**src/rtl/sync_link_state_with_backoff_defines.svh**
```systemverilog
// Assertion macros for the link sequencer
`ifndef SYNC_LINK_STATE_WITH_BACKOFF_DEFINES_SVH
`define SYNC_LINK_STATE_WITH_BACKOFF_DEFINES_SVH

`ifndef SYNTHESIS

// antecedent implies consequent in the same cycle
`define SLB_ASSERT_IMPLIES(lbl, clk, rst, ante, cons) \
   lbl: assert property (@(posedge clk) disable iff (rst) (ante) |-> (cons)) \
      else $error("sequencer assertion failed");

// antecedent implies consequent in the next cycle
`define SLB_ASSERT_NEXT(lbl, clk, rst, ante, cons) \
   lbl: assert property (@(posedge clk) disable iff (rst) (ante) |=> (cons)) \
      else $error("sequencer assertion failed");

`else

`define SLB_ASSERT_IMPLIES(lbl, clk, rst, ante, cons)
`define SLB_ASSERT_NEXT(lbl, clk, rst, ante, cons)

`endif

`endif

```
**src/rtl/slb_pkg.sv**
```systemverilog
package slb_pkg;

   // link states
   typedef enum logic [2:0] {
      ST_DISABLED  = 3'd0,
      ST_HANDSHAKE = 3'd1,
      ST_AUTH      = 3'd2,
      ST_SYNCING   = 3'd3,
      ST_IDLE      = 3'd4,
      ST_BACKOFF   = 3'd5,
      ST_ERROR     = 3'd6
   } link_state_type;

   // event codes; 9..15 are invalid
   typedef enum logic [3:0] {
      EV_CONNECTED = 4'd0,
      EV_AUTH_OK   = 4'd1,
      EV_SYNC_DONE = 4'd2,
      EV_WORK      = 4'd3,
      EV_TRANSIENT = 4'd4,
      EV_FATAL     = 4'd5,
      EV_RETRY     = 4'd6,
      EV_ENABLE    = 4'd7,
      EV_DISABLE   = 4'd8
   } event_type;

   typedef enum logic [1:0] {
      STATUS_OK      = 2'd0,
      STATUS_OFF     = 2'd1,
      STATUS_ILLEGAL = 2'd2,
      STATUS_INVALID = 2'd3
   } status_type;

   // csr register indexes
   localparam logic [1:0] CSR_BACKOFF_BASE = 2'd0;
   localparam logic [1:0] CSR_BACKOFF_MAX  = 2'd1;
   localparam logic [1:0] CSR_MAX_RETRY    = 2'd2;

   localparam logic [15:0] BACKOFF_BASE_RESET = 16'd500;
   localparam logic [31:0] BACKOFF_MAX_RESET  = 32'd60000;
   localparam logic [3:0]  MAX_RETRY_RESET    = 4'd8;

   // legal moves: row is the current state, bit is the target state
   localparam logic [7:0][7:0] LEGAL_MOVE = {
      8'h00, 8'h01, 8'h43, 8'h69, 8'h71, 8'h69, 8'h65, 8'h02
   };

   typedef struct packed {
      logic [3:0]  event_code;
      logic [63:0] now_ms;
   } req_word_type;

   typedef struct packed {
      logic [1:0]  status;
      logic [2:0]  state_now;
      logic        is_enabled;
      logic [3:0]  retry_count;
      logic [31:0] backoff_delay_ms;
      logic [63:0] resume_at_ms;
      logic        is_active;
   } rsp_word_type;

   // backoff unit result
   typedef struct packed {
      logic [3:0]  retry;
      logic [31:0] delay_ms;
      logic [63:0] deadline_ms;
   } backoff_type;

   // target state of a protocol event
   function automatic link_state_type target_of(input logic [3:0] ev);
      link_state_type to;
      unique case (ev)
         EV_CONNECTED: to = ST_AUTH;
         EV_AUTH_OK:   to = ST_SYNCING;
         EV_SYNC_DONE: to = ST_IDLE;
         EV_WORK:      to = ST_SYNCING;
         EV_TRANSIENT: to = ST_BACKOFF;
         EV_FATAL:     to = ST_ERROR;
         EV_RETRY:     to = ST_HANDSHAKE;
         default:      to = ST_DISABLED;
      endcase
      return to;
   endfunction

   function automatic logic legal_move(input logic [2:0] from, input logic [2:0] to);
      return LEGAL_MOVE[from][to];
   endfunction

endpackage

```
**src/rtl/slb_backoff_calc.sv**
```systemverilog
module slb_backoff_calc (
   input  logic [3:0]          retry_cur,
   input  logic [3:0]          max_retry,
   input  logic [15:0]         base_ms,
   input  logic [31:0]         max_ms,
   input  logic [63:0]         now_ms,
   output slb_pkg::backoff_type result
);
   import slb_pkg::*;

   logic [3:0]  retry_next;
   logic [3:0]  shift_amt;
   logic [29:0] shifted;
   logic [31:0] clipped;

   // saturating bump; a count already above the limit stays put
   assign retry_next = (retry_cur < max_retry) ? retry_cur + 4'd1 : retry_cur;
   assign shift_amt  = (retry_next != 4'd0) ? retry_next - 4'd1 : 4'd0;

   // base << (retry - 1), at most 30 bits, clipped to the ceiling
   assign shifted = {14'd0, base_ms} << shift_amt;
   assign clipped = ({2'd0, shifted} > max_ms) ? max_ms : {2'd0, shifted};

   assign result.retry       = retry_next;
   assign result.delay_ms    = clipped;
   assign result.deadline_ms = now_ms + {32'd0, clipped};

endmodule

```
**src/rtl/sync_link_state_with_backoff.sv**
```systemverilog
// Link sequencer with exponential backoff. One event word in gives one
// response word out; a new word is accepted every cycle while the output
// side keeps up. The request word is registered in the input stage, then
// the table check, the backoff shift, clip and 64-bit deadline add run in
// one pass into the response register, which also updates the sequencer
// state. The user must write backoff parameters through the csr port only
// while no event is in flight; the block itself does not enforce this.
module sync_link_state_with_backoff (
   input  logic                  clock,
   input  logic                  reset,
   input  logic                  req_valid,
   output logic                  req_ready,
   input  slb_pkg::req_word_type req_word,
   output logic                  rsp_valid,
   input  logic                  rsp_ready,
   output slb_pkg::rsp_word_type rsp_word,
   input  logic                  csr_we,
   input  logic [1:0]            csr_index,
   input  logic [31:0]           csr_wdata
);
   import slb_pkg::*;

`include "sync_link_state_with_backoff_defines.svh"

   // configuration
   logic [15:0] base_ms_ff;
   logic [31:0] max_ms_ff;
   logic [3:0]  max_retry_ff;

   // input stage
   logic         in_valid_ff;
   req_word_type in_word_ff;

   // sequencer state
   logic           enabled_ff,  enabled_in;
   link_state_type link_ff,     link_in;
   status_type     last_err_ff, last_err_in;
   logic [3:0]     retry_ff,    retry_in;
   logic [63:0]    deadline_ff, deadline_in;

   // output stage
   logic         rsp_valid_ff;
   rsp_word_type rsp_word_ff;

   logic         advance;
   logic         process;
   status_type   status_in;
   logic [31:0]  delay_in;
   link_state_type to_state;
   backoff_type  bk;

   assign advance   = !rsp_valid_ff || rsp_ready;
   assign process   = in_valid_ff && advance;
   assign req_ready = !in_valid_ff || advance;
   assign rsp_valid = rsp_valid_ff;
   assign rsp_word  = rsp_word_ff;

   slb_backoff_calc u_backoff (
      .retry_cur (retry_ff),
      .max_retry (max_retry_ff),
      .base_ms   (base_ms_ff),
      .max_ms    (max_ms_ff),
      .now_ms    (in_word_ff.now_ms),
      .result    (bk)
   );

   assign to_state = target_of(in_word_ff.event_code);

   // event decode: enable and disable first, then the gate, then code validity, then the legality table
   always_comb begin
      enabled_in  = enabled_ff;
      link_in     = link_ff;
      retry_in    = retry_ff;
      deadline_in = deadline_ff;
      status_in   = STATUS_OK;
      delay_in    = 32'd0;
      priority if (in_word_ff.event_code == EV_ENABLE) begin
         enabled_in  = 1'b1;
         retry_in    = 4'd0;
         deadline_in = 64'd0;
         link_in     = ST_HANDSHAKE;
      end else if (in_word_ff.event_code == EV_DISABLE) begin
         enabled_in  = 1'b0;
         retry_in    = 4'd0;
         deadline_in = 64'd0;
         link_in     = ST_DISABLED;
      end else if (!enabled_ff) begin
         status_in = STATUS_OFF;
      end else if (in_word_ff.event_code > EV_RETRY) begin
         status_in = STATUS_INVALID;
      end else begin
         // backoff is armed even if the move is refused
         if (in_word_ff.event_code == EV_TRANSIENT) begin
            retry_in    = bk.retry;
            deadline_in = bk.deadline_ms;
            delay_in    = bk.delay_ms;
         end
         if (in_word_ff.event_code == EV_AUTH_OK || in_word_ff.event_code == EV_SYNC_DONE) begin
            retry_in = 4'd0;
         end
         if (legal_move(link_ff, to_state)) begin
            link_in = to_state;
         end else begin
            status_in = STATUS_ILLEGAL;
         end
      end
      // enable and disable always report ok, so this also clears the error
      last_err_in = status_in;
   end

   // configuration registers
   always_ff @(posedge clock) begin
      if (reset) begin
         base_ms_ff   <= BACKOFF_BASE_RESET;
         max_ms_ff    <= BACKOFF_MAX_RESET;
         max_retry_ff <= MAX_RETRY_RESET;
      end else if (csr_we) begin
         case (csr_index)
            CSR_BACKOFF_BASE: base_ms_ff   <= csr_wdata[15:0];
            CSR_BACKOFF_MAX:  max_ms_ff    <= csr_wdata;
            CSR_MAX_RETRY:    max_retry_ff <= csr_wdata[3:0];
            default: ;
         endcase
      end
   end

   // input register
   always_ff @(posedge clock) begin
      if (reset) begin
         in_valid_ff <= 1'b0;
      end else if (req_ready) begin
         in_valid_ff <= req_valid;
      end
   end

   always_ff @(posedge clock) begin
      if (req_ready && req_valid) begin
         in_word_ff <= req_word;
      end
   end

   // state update and response register
   always_ff @(posedge clock) begin
      if (reset) begin
         enabled_ff   <= 1'b0;
         link_ff      <= ST_DISABLED;
         last_err_ff  <= STATUS_OK;
         retry_ff     <= 4'd0;
         deadline_ff  <= 64'd0;
         rsp_valid_ff <= 1'b0;
      end else begin
         if (advance) begin
            rsp_valid_ff <= in_valid_ff;
         end
         if (process) begin
            enabled_ff  <= enabled_in;
            link_ff     <= link_in;
            last_err_ff <= last_err_in;
            retry_ff    <= retry_in;
            deadline_ff <= deadline_in;
         end
      end
   end

   always_ff @(posedge clock) begin
      if (process) begin
         rsp_word_ff.status           <= status_in;
         rsp_word_ff.state_now        <= link_in;
         rsp_word_ff.is_enabled       <= enabled_in;
         rsp_word_ff.retry_count      <= retry_in;
         rsp_word_ff.backoff_delay_ms <= delay_in;
         rsp_word_ff.resume_at_ms     <= deadline_in;
         rsp_word_ff.is_active        <= enabled_in && (link_in >= ST_HANDSHAKE)
                                         && (link_in <= ST_IDLE);
      end
   end

   // the pending response always reflects the latest stored error
   `SLB_ASSERT_IMPLIES(a_last_err_matches, clock, reset, rsp_valid_ff, last_err_ff == rsp_word_ff.status)

   // no event ever targets disabled, so only the gate decides it
   `SLB_ASSERT_IMPLIES(a_disabled_iff_gate, clock, reset, 1'b1, (link_ff == ST_DISABLED) == !enabled_ff)

   // a stalled input word is held until it is processed
   `SLB_ASSERT_NEXT(a_input_held, clock, reset, in_valid_ff && !advance, in_valid_ff && $stable(in_word_ff))

endmodule
```
**config.mk**
```make
export PLATFORM = sky130hd
export DESIGN_NAME = sync_link_state_with_backoff
export DESIGN_NICKNAME = d
export VERILOG_FILES = /design/src/rtl/slb_pkg.sv /design/src/rtl/slb_backoff_calc.sv /design/src/rtl/sync_link_state_with_backoff.sv
export VERILOG_INCLUDE_DIRS = /design/src /design/src/rtl
export SDC_FILE = /design/constraint.sdc
export NUM_CORES = 1
export LEC_CHECK = 0
export BUFFER_PORTS_ARGS = -buffer_cell sky130_fd_sc_hd__buf_2
export CAP_MARGIN = 10
export CORE_MARGIN = 2
export CORE_UTILIZATION = 50
export CTS_CLUSTER_DIAMETER = 60
export CTS_CLUSTER_SIZE = 20
export DETAILED_ROUTE_END_ITERATION = 12
export PLACE_DENSITY = 0.81
export SLEW_MARGIN = 0
export SYNTH_ARGS = -nofsm -noshare
export SYNTH_HDL_FRONTEND = slang
export SYNTH_SLANG_ARGS = --single-unit
```
**constraint.sdc**
```tcl
create_clock -name clock -period 8.1 [get_ports clock]
set_input_delay 1.62 -clock clock [delete_from_list [all_inputs] [get_ports clock]]
set_output_delay 1.62 -clock clock [all_outputs]
set_load 0.02 [all_outputs]
```
# Word level (Yosys, flattened, before mapping)
# Memory sizes are Yosys's and may differ from the RTL's. A register that Yosys moved wholly into a read port is not among the register bits.
# Cells that the tools add are included.
# W data, S select, Z words.
[op_classes]
addsub = 3
n_lt_le_gt_ge = 7
eq_ne = 10
n_shift = 1
n_mux = 30
bitwise = 2
reduce_logical = 19
[op_table]
columns = ["operator", "count"]
rows = [
  ["$mux W64", 5],
  ["$add A64 B32 Y64", 1],
  ["$gt A30 B32 Y1", 1],
  ["$mux W32", 1],
  ["$mux W4", 8],
  ["$shl A16 B4 Y30", 1],
  ["$mux W3", 7],
  ["$pmux W3 S6", 1],
  ["$eq A4 B3 Y1 const B", 4],
  ["$eq A4 B2 Y1 const B", 2],
  ["$lt A3 B4 Y1 const B", 2],
  ["$mux W8", 1],
  ["$reduce_and A2 Y1", 3],
  ["$reduce_or A5 Y1", 1],
  ["$add A4 B1 Y4 const B", 1],
  ["$eq A4 B1 Y1 const B", 1],
  ["$eq A4 B4 Y1 const B", 1],
  ["$gt A4 B3 Y1 const B", 1],
  ["$logic_and A1 B1 Y1", 4],
  ["$logic_not A4 Y1", 1],
  ["$lt A4 B4 Y1", 1],
  ["$mux W1", 4],
  ["$mux W2", 2],
  ["$reduce_bool A4 Y1", 1],
  ["other kinds (12)", 17],
]
[totals]
register_bits = 301
rom_bits = 64
input_bits = 107
out_inout_bits = 109
word_cells = 92
n_memories = 1
[mem_list]
columns = ["name", "depth", "word_bits", "read_ports", "rd_clocked_by_memory_dff", "write_ports", "line", "source"]
rows = [
  ["(name not given)", 8, 8, 1, 1, 0, "slb_pkg.sv:87", "return LEGAL_MOVE[from][to];"],
]

# Longest topological paths before layout
[logic_depth]
depth_word = 13
depth_mapped = 40
mapped_depth_nobuf = 36

# Modules after synthesis
# A second synthesis with hierarchy kept.
[hier_totals]
cells_unflattened = 1895
area_unflattened_um2 = 17128.9
[modules_own_cells]
columns = ["mod", "instances", "cells_each", "area_each_um2", "seq_area_each_um2"]
rows = [
  ["sync_link_state_with_backoff", 1, 1074, 11438.5, 7917.6],
  ["slb_backoff_calc", 1, 821, 5690.5, 0.0],
]

# Worst setup path before layout
# No wires, ideal clock.
[synth_path]
path_type = "reg2reg"
from = "register max_retry_ff[1]"
to = "register rsp_word_ff (netlist bit rsp_word[43]), data pin"
setup_ns = 0.267
arrival_ns = 7.796
required_time_ns = 7.833
path_slack_ns = 0.037
stages_incl_launch_ff = 36
path_cell_list = "dfxtp_1 inv_1 ha_1 o21ai_0 o21bai_1 a21oi_1 buf_2 mux2i_1 ha_1 clkbuf_2 or3b_2 nand2_1 a2bb2oi_4 mux2i_1 mux2i_1 a21o_1 mux2_2 ha_1 nand4_1 nor4_1 a22o_1 o211ai_1 a21oi_1 clkbuf_1 nand2_1 o21a_1 ha_1 nand4_1 or2_2 o211ai_1 a31o_2 a21oi_1 clkbuf_1 nor4b_1 xnor2_1 o21ai_0"
[synth_lines]
columns = ["item", "line", "source"]
rows = [
  ["start, declared", "sync_link_state_with_backoff.sv:28", "logic [3:0] max_retry_ff;"],
  ["start signal, assigned", "sync_link_state_with_backoff.sv:121", "CSR_MAX_RETRY: max_retry_ff <= csr_wdata[3:0];"],
  ["end, declared", "sync_link_state_with_backoff.sv:43", "rsp_word_type rsp_word_ff;"],
]

==> metrics.md <==
| Metric | Value |
|---|---|
| Drt drc | 0 |
| Gr usage total | 28.13% |
| Total congestion overflow | 0 |
| Die Span Y | 185.2 um |
| Max incr delay on CP | 0.42 ns |
| Vias in the first global route | 13870 |
| CP Capture Type | flop |
| CTS tree | built |
| Hold Worst Slack | 0.4511 ns |
| Worst Reg-to-Reg Cells | 40 |
| Most frequent cells in the layout | nand2_1 (292), buf_2 (217), edfxtp_1 (175), buf_4 (151), dfxtp_1 (131) |
| Post-CTS Hold Buffers | 0 |
| Fin. max-slew vios | 0 |
| Clock Tree Buf Depth | 3 |
| Warnings from Yosys | 0 |
| I/O Pins | 216 |
| Largest net degree at the start of global routing | between 90 and 100 |
| Min cycle time layout | 7.803 ns |
| Commonest non-fill, non-tap cell in the layout | nand2_1 |
| Core Region | 32450 sq um |
| CP endpoint | deadline_ff[35] |
| Post-synthesis instance area | 16420 sq um |
| Critical Path Stages | 40 |
| DR WL/cell | 19.72 um |
| Critical path startpoint category | flop |
| Worst flop-to-flop path startpoint | max_retry_ff[1] |
| Unique masters post-synth | 88 |
| Fin Clk Skew | 0.02671 ns |
| Worst VDD drop | 0.1664 mV |
| Worst r2r dst | deadline_ff[35] |
| Fill count | 2649 |
| First-pass GRT wire length | 75240 um |
| Die width | ~190 um |
| Initial core utilization | roughly 50% |
| Yosys top cell by area | edfxtp_1 |
| Slowest cell on the critical path | a2111oi_4 |
| Synth Area per Inst | between 9 and 10 sq um |
| Dpl hpwl | 36520 um |
| Critical path class | reg -> reg |
| Worst-path clk slew | 0.08 ns |
| H-tree depth | 1 |
| Crit path max-delay family | compound AO/OA/AOI/OAI gates |
| Critical path data required time | around 8.6 ns |
| CP max FO | 8 |
| Routed via count | 14820 |
| GP Congestion | 0.9929 |
| Asr flop ratio synth | 0% |
| Register Area | 7920 sq um |
| Most used cell, CP | buf_4 |
| Total wire length | 49680 um |
| Post-synth EDFFs | between 150 and 200 |
| Status | complete, no violations |
| Cell Rows | 66 |
| Period utilisation layout | a little over nine tenths |
| Final net count | 2243 |
| Final Hold Viols | 0 |
| Post-Syn Instances | around 1700 |
| Multi-input gate area | 8357 sq um |
| Relative slew slack | 32.81% |
| Initial antenna violation count | 0 |
| Die Footprint | 34310 sq um |
| Total Power | 3.665 mW |
| Flop2flop setup slack | approximately 0.30 ns |
| Routed Antenna Nets | 0 |
| Max-cap violations | 0 |
| WP buf/inv | 10 |
| Area grow syn2layout | 23.24% |
| 1st-pass router iterations | 10 |
| Pwr dens | between 150 and 200 nW/um^2 |
| Min-Delay Path Class | reg -> reg |
| Seq/Total Area, Yosys | 48.21% |
| Clock Latency Late Sink | 0.56 ns |
| CP Launch Point | max_retry_ff[1] |
| Crit path DAT | 8.26 ns |
| Inserted Clock Buffers | 23 |
| Via density | 5.881 |
| FMAX | 128.2 MHz |
| Share of cells above drive strength 1 | 25.75% |
| Clk sinks | 308 |
| # setup viols final | 0 |
| Iteration-0 DRC Markers | 1556 |
| Ant. Diodes | 0 |
| Synth area leaders | edfxtp_1 (32%), dfxtp_1 (16%), nand2_1 (6.7%) |
| Clk root buf | clkbuf_16 |
| P_leak | 8.240 nW |
| IO Port Bufs | ~220 |
| Synth top area share | 32.00% |
| Top_reg_cell synth | edfxtp_1 |
| Worst-Margin Slew | 1.008 ns |
| Yosys reg bits | just over 300 |
## worst register-to-register path: cells and delay by family, from the launching register on
kind            cells  cell delay [ns]
flops               1             0.33
mux                 3             0.85
compound gates     15             3.36
simple gates        7             0.76
xor+xnor            1             0.15
buf+inv            10             1.30
fa+ha+maj           4             0.94
## cell families (layout without fill, tap and decap cells)
family	after synthesis	after routing	synth area share, %
and+or+nand+nor	634	634	17.35
AOI/OAI and AO/OA	452	452	17.75
DFF	308	308	48.21
buffers and inverters	153	481	3.619
adders and majority gates	75	75	5.760
muxes	64	64	4.091
xor gates and xnor gates	60	60	3.200
other	1	4	0.02283
## Yosys cell counts (10+ instances only)
library cell    n
o21ai_0       110
nand2b_1       10
and2_1         19
a21o_1         10
a21oi_1       142
a31oi_1        12
mux2i_1        42
xor2_1         22
o21a_1         19
o31ai_1        14
xnor2_1        38
buf_1          10
dfxtp_1       133
nand3_1        56
nand2_1       294
a211oi_1       13
nand4_1        18
mux2_2         21
nor3_1         32
a22o_1         16
ha_1           74
nor2_1        136
edfxtp_1      175
o211ai_1       14
inv_1          57
clkbuf_1       72
## what timing repair did
item / 4_1_cts / 5_1_grt
hold endpoints to repair: 0 / 0
gates cloned: 1 / 1
endpoints found under the setup margin: 66 / 108
resized for setup: 8 / 89
pin swaps: 3 / 21
buffers inserted: 2 / 12
## state kept, by name, summed over array words and instances (netlist names), named ones only
signal        count
in_word_ff       68
in_valid_ff       1
deadline_ff      64
retry_ff          4
rsp_valid         1
link_ff           3
max_ms_ff        32
max_retry_ff      4
rsp_word        107
base_ms_ff       16
enabled_ff        1
## worst min-delay path by stage
stage               startpoint         endpoint  slack, ns  cells past startpoint
6_report       deadline_ff[38]  deadline_ff[38]       0.45                      2
5_1_grt          max_ms_ff[21]    max_ms_ff[21]       0.48                      2
4_1_cts        deadline_ff[34]  deadline_ff[34]       0.45                      2
3_5_place_dp   deadline_ff[38]  deadline_ff[38]       0.44                      2
3_3_place_gp   deadline_ff[57]  deadline_ff[57]       0.43                      2
2_1_floorplan  deadline_ff[57]  deadline_ff[57]       0.42                      2
## stage by stage
step / utilization, % / worst slack [ns] / std cells / cell area, sq um / setup TNS [ns]
floorplan: - / 0.03718 / 1750 / 16430 / 0
global placement: 58.13 / -0.1776 / 2462 / 18870 / -0.4128
detailed placement: 58.13 / -0.2132 / 2462 / 18870 / -4.873
CTS: 60.85 / 0.01950 / 2507 / 19750 / 0
global route: 62.37 / -0.1349 / 2520 / 20240 / -2.566
finish: 62.37 / 0.2971 / 2520 / 20240 / 0
## layer usage
layer / part of all wire (%) / global-route usage [%]
met3: 6.7 / 2.989
met2: 47 / 45.15
met5: 0 / 0
met4: 4.2 / 11.87
met1: 43 / 38.76
## report_power, final
part | switching (mW) | internal, mW
registers | 0.0465 | 1.72
clock network | 0.581 | 0.629
logic | 0.405 | 0.287
total | 1.03 | 2.63
## layout make-up
class | count | area share, %
Clock buffer | 30 | 3.072
Clock inverter | 12 | 0.8716
Inverter | 60 | 1.137
Multi-Input combinational cell | 1289 | 41.29
Sequential cell | 308 | 39.13
Tap cell | 442 | 2.732
Timing Repair Buffer | 379 | 11.77
No activity file was read; power rests on OpenSTA's default activity.
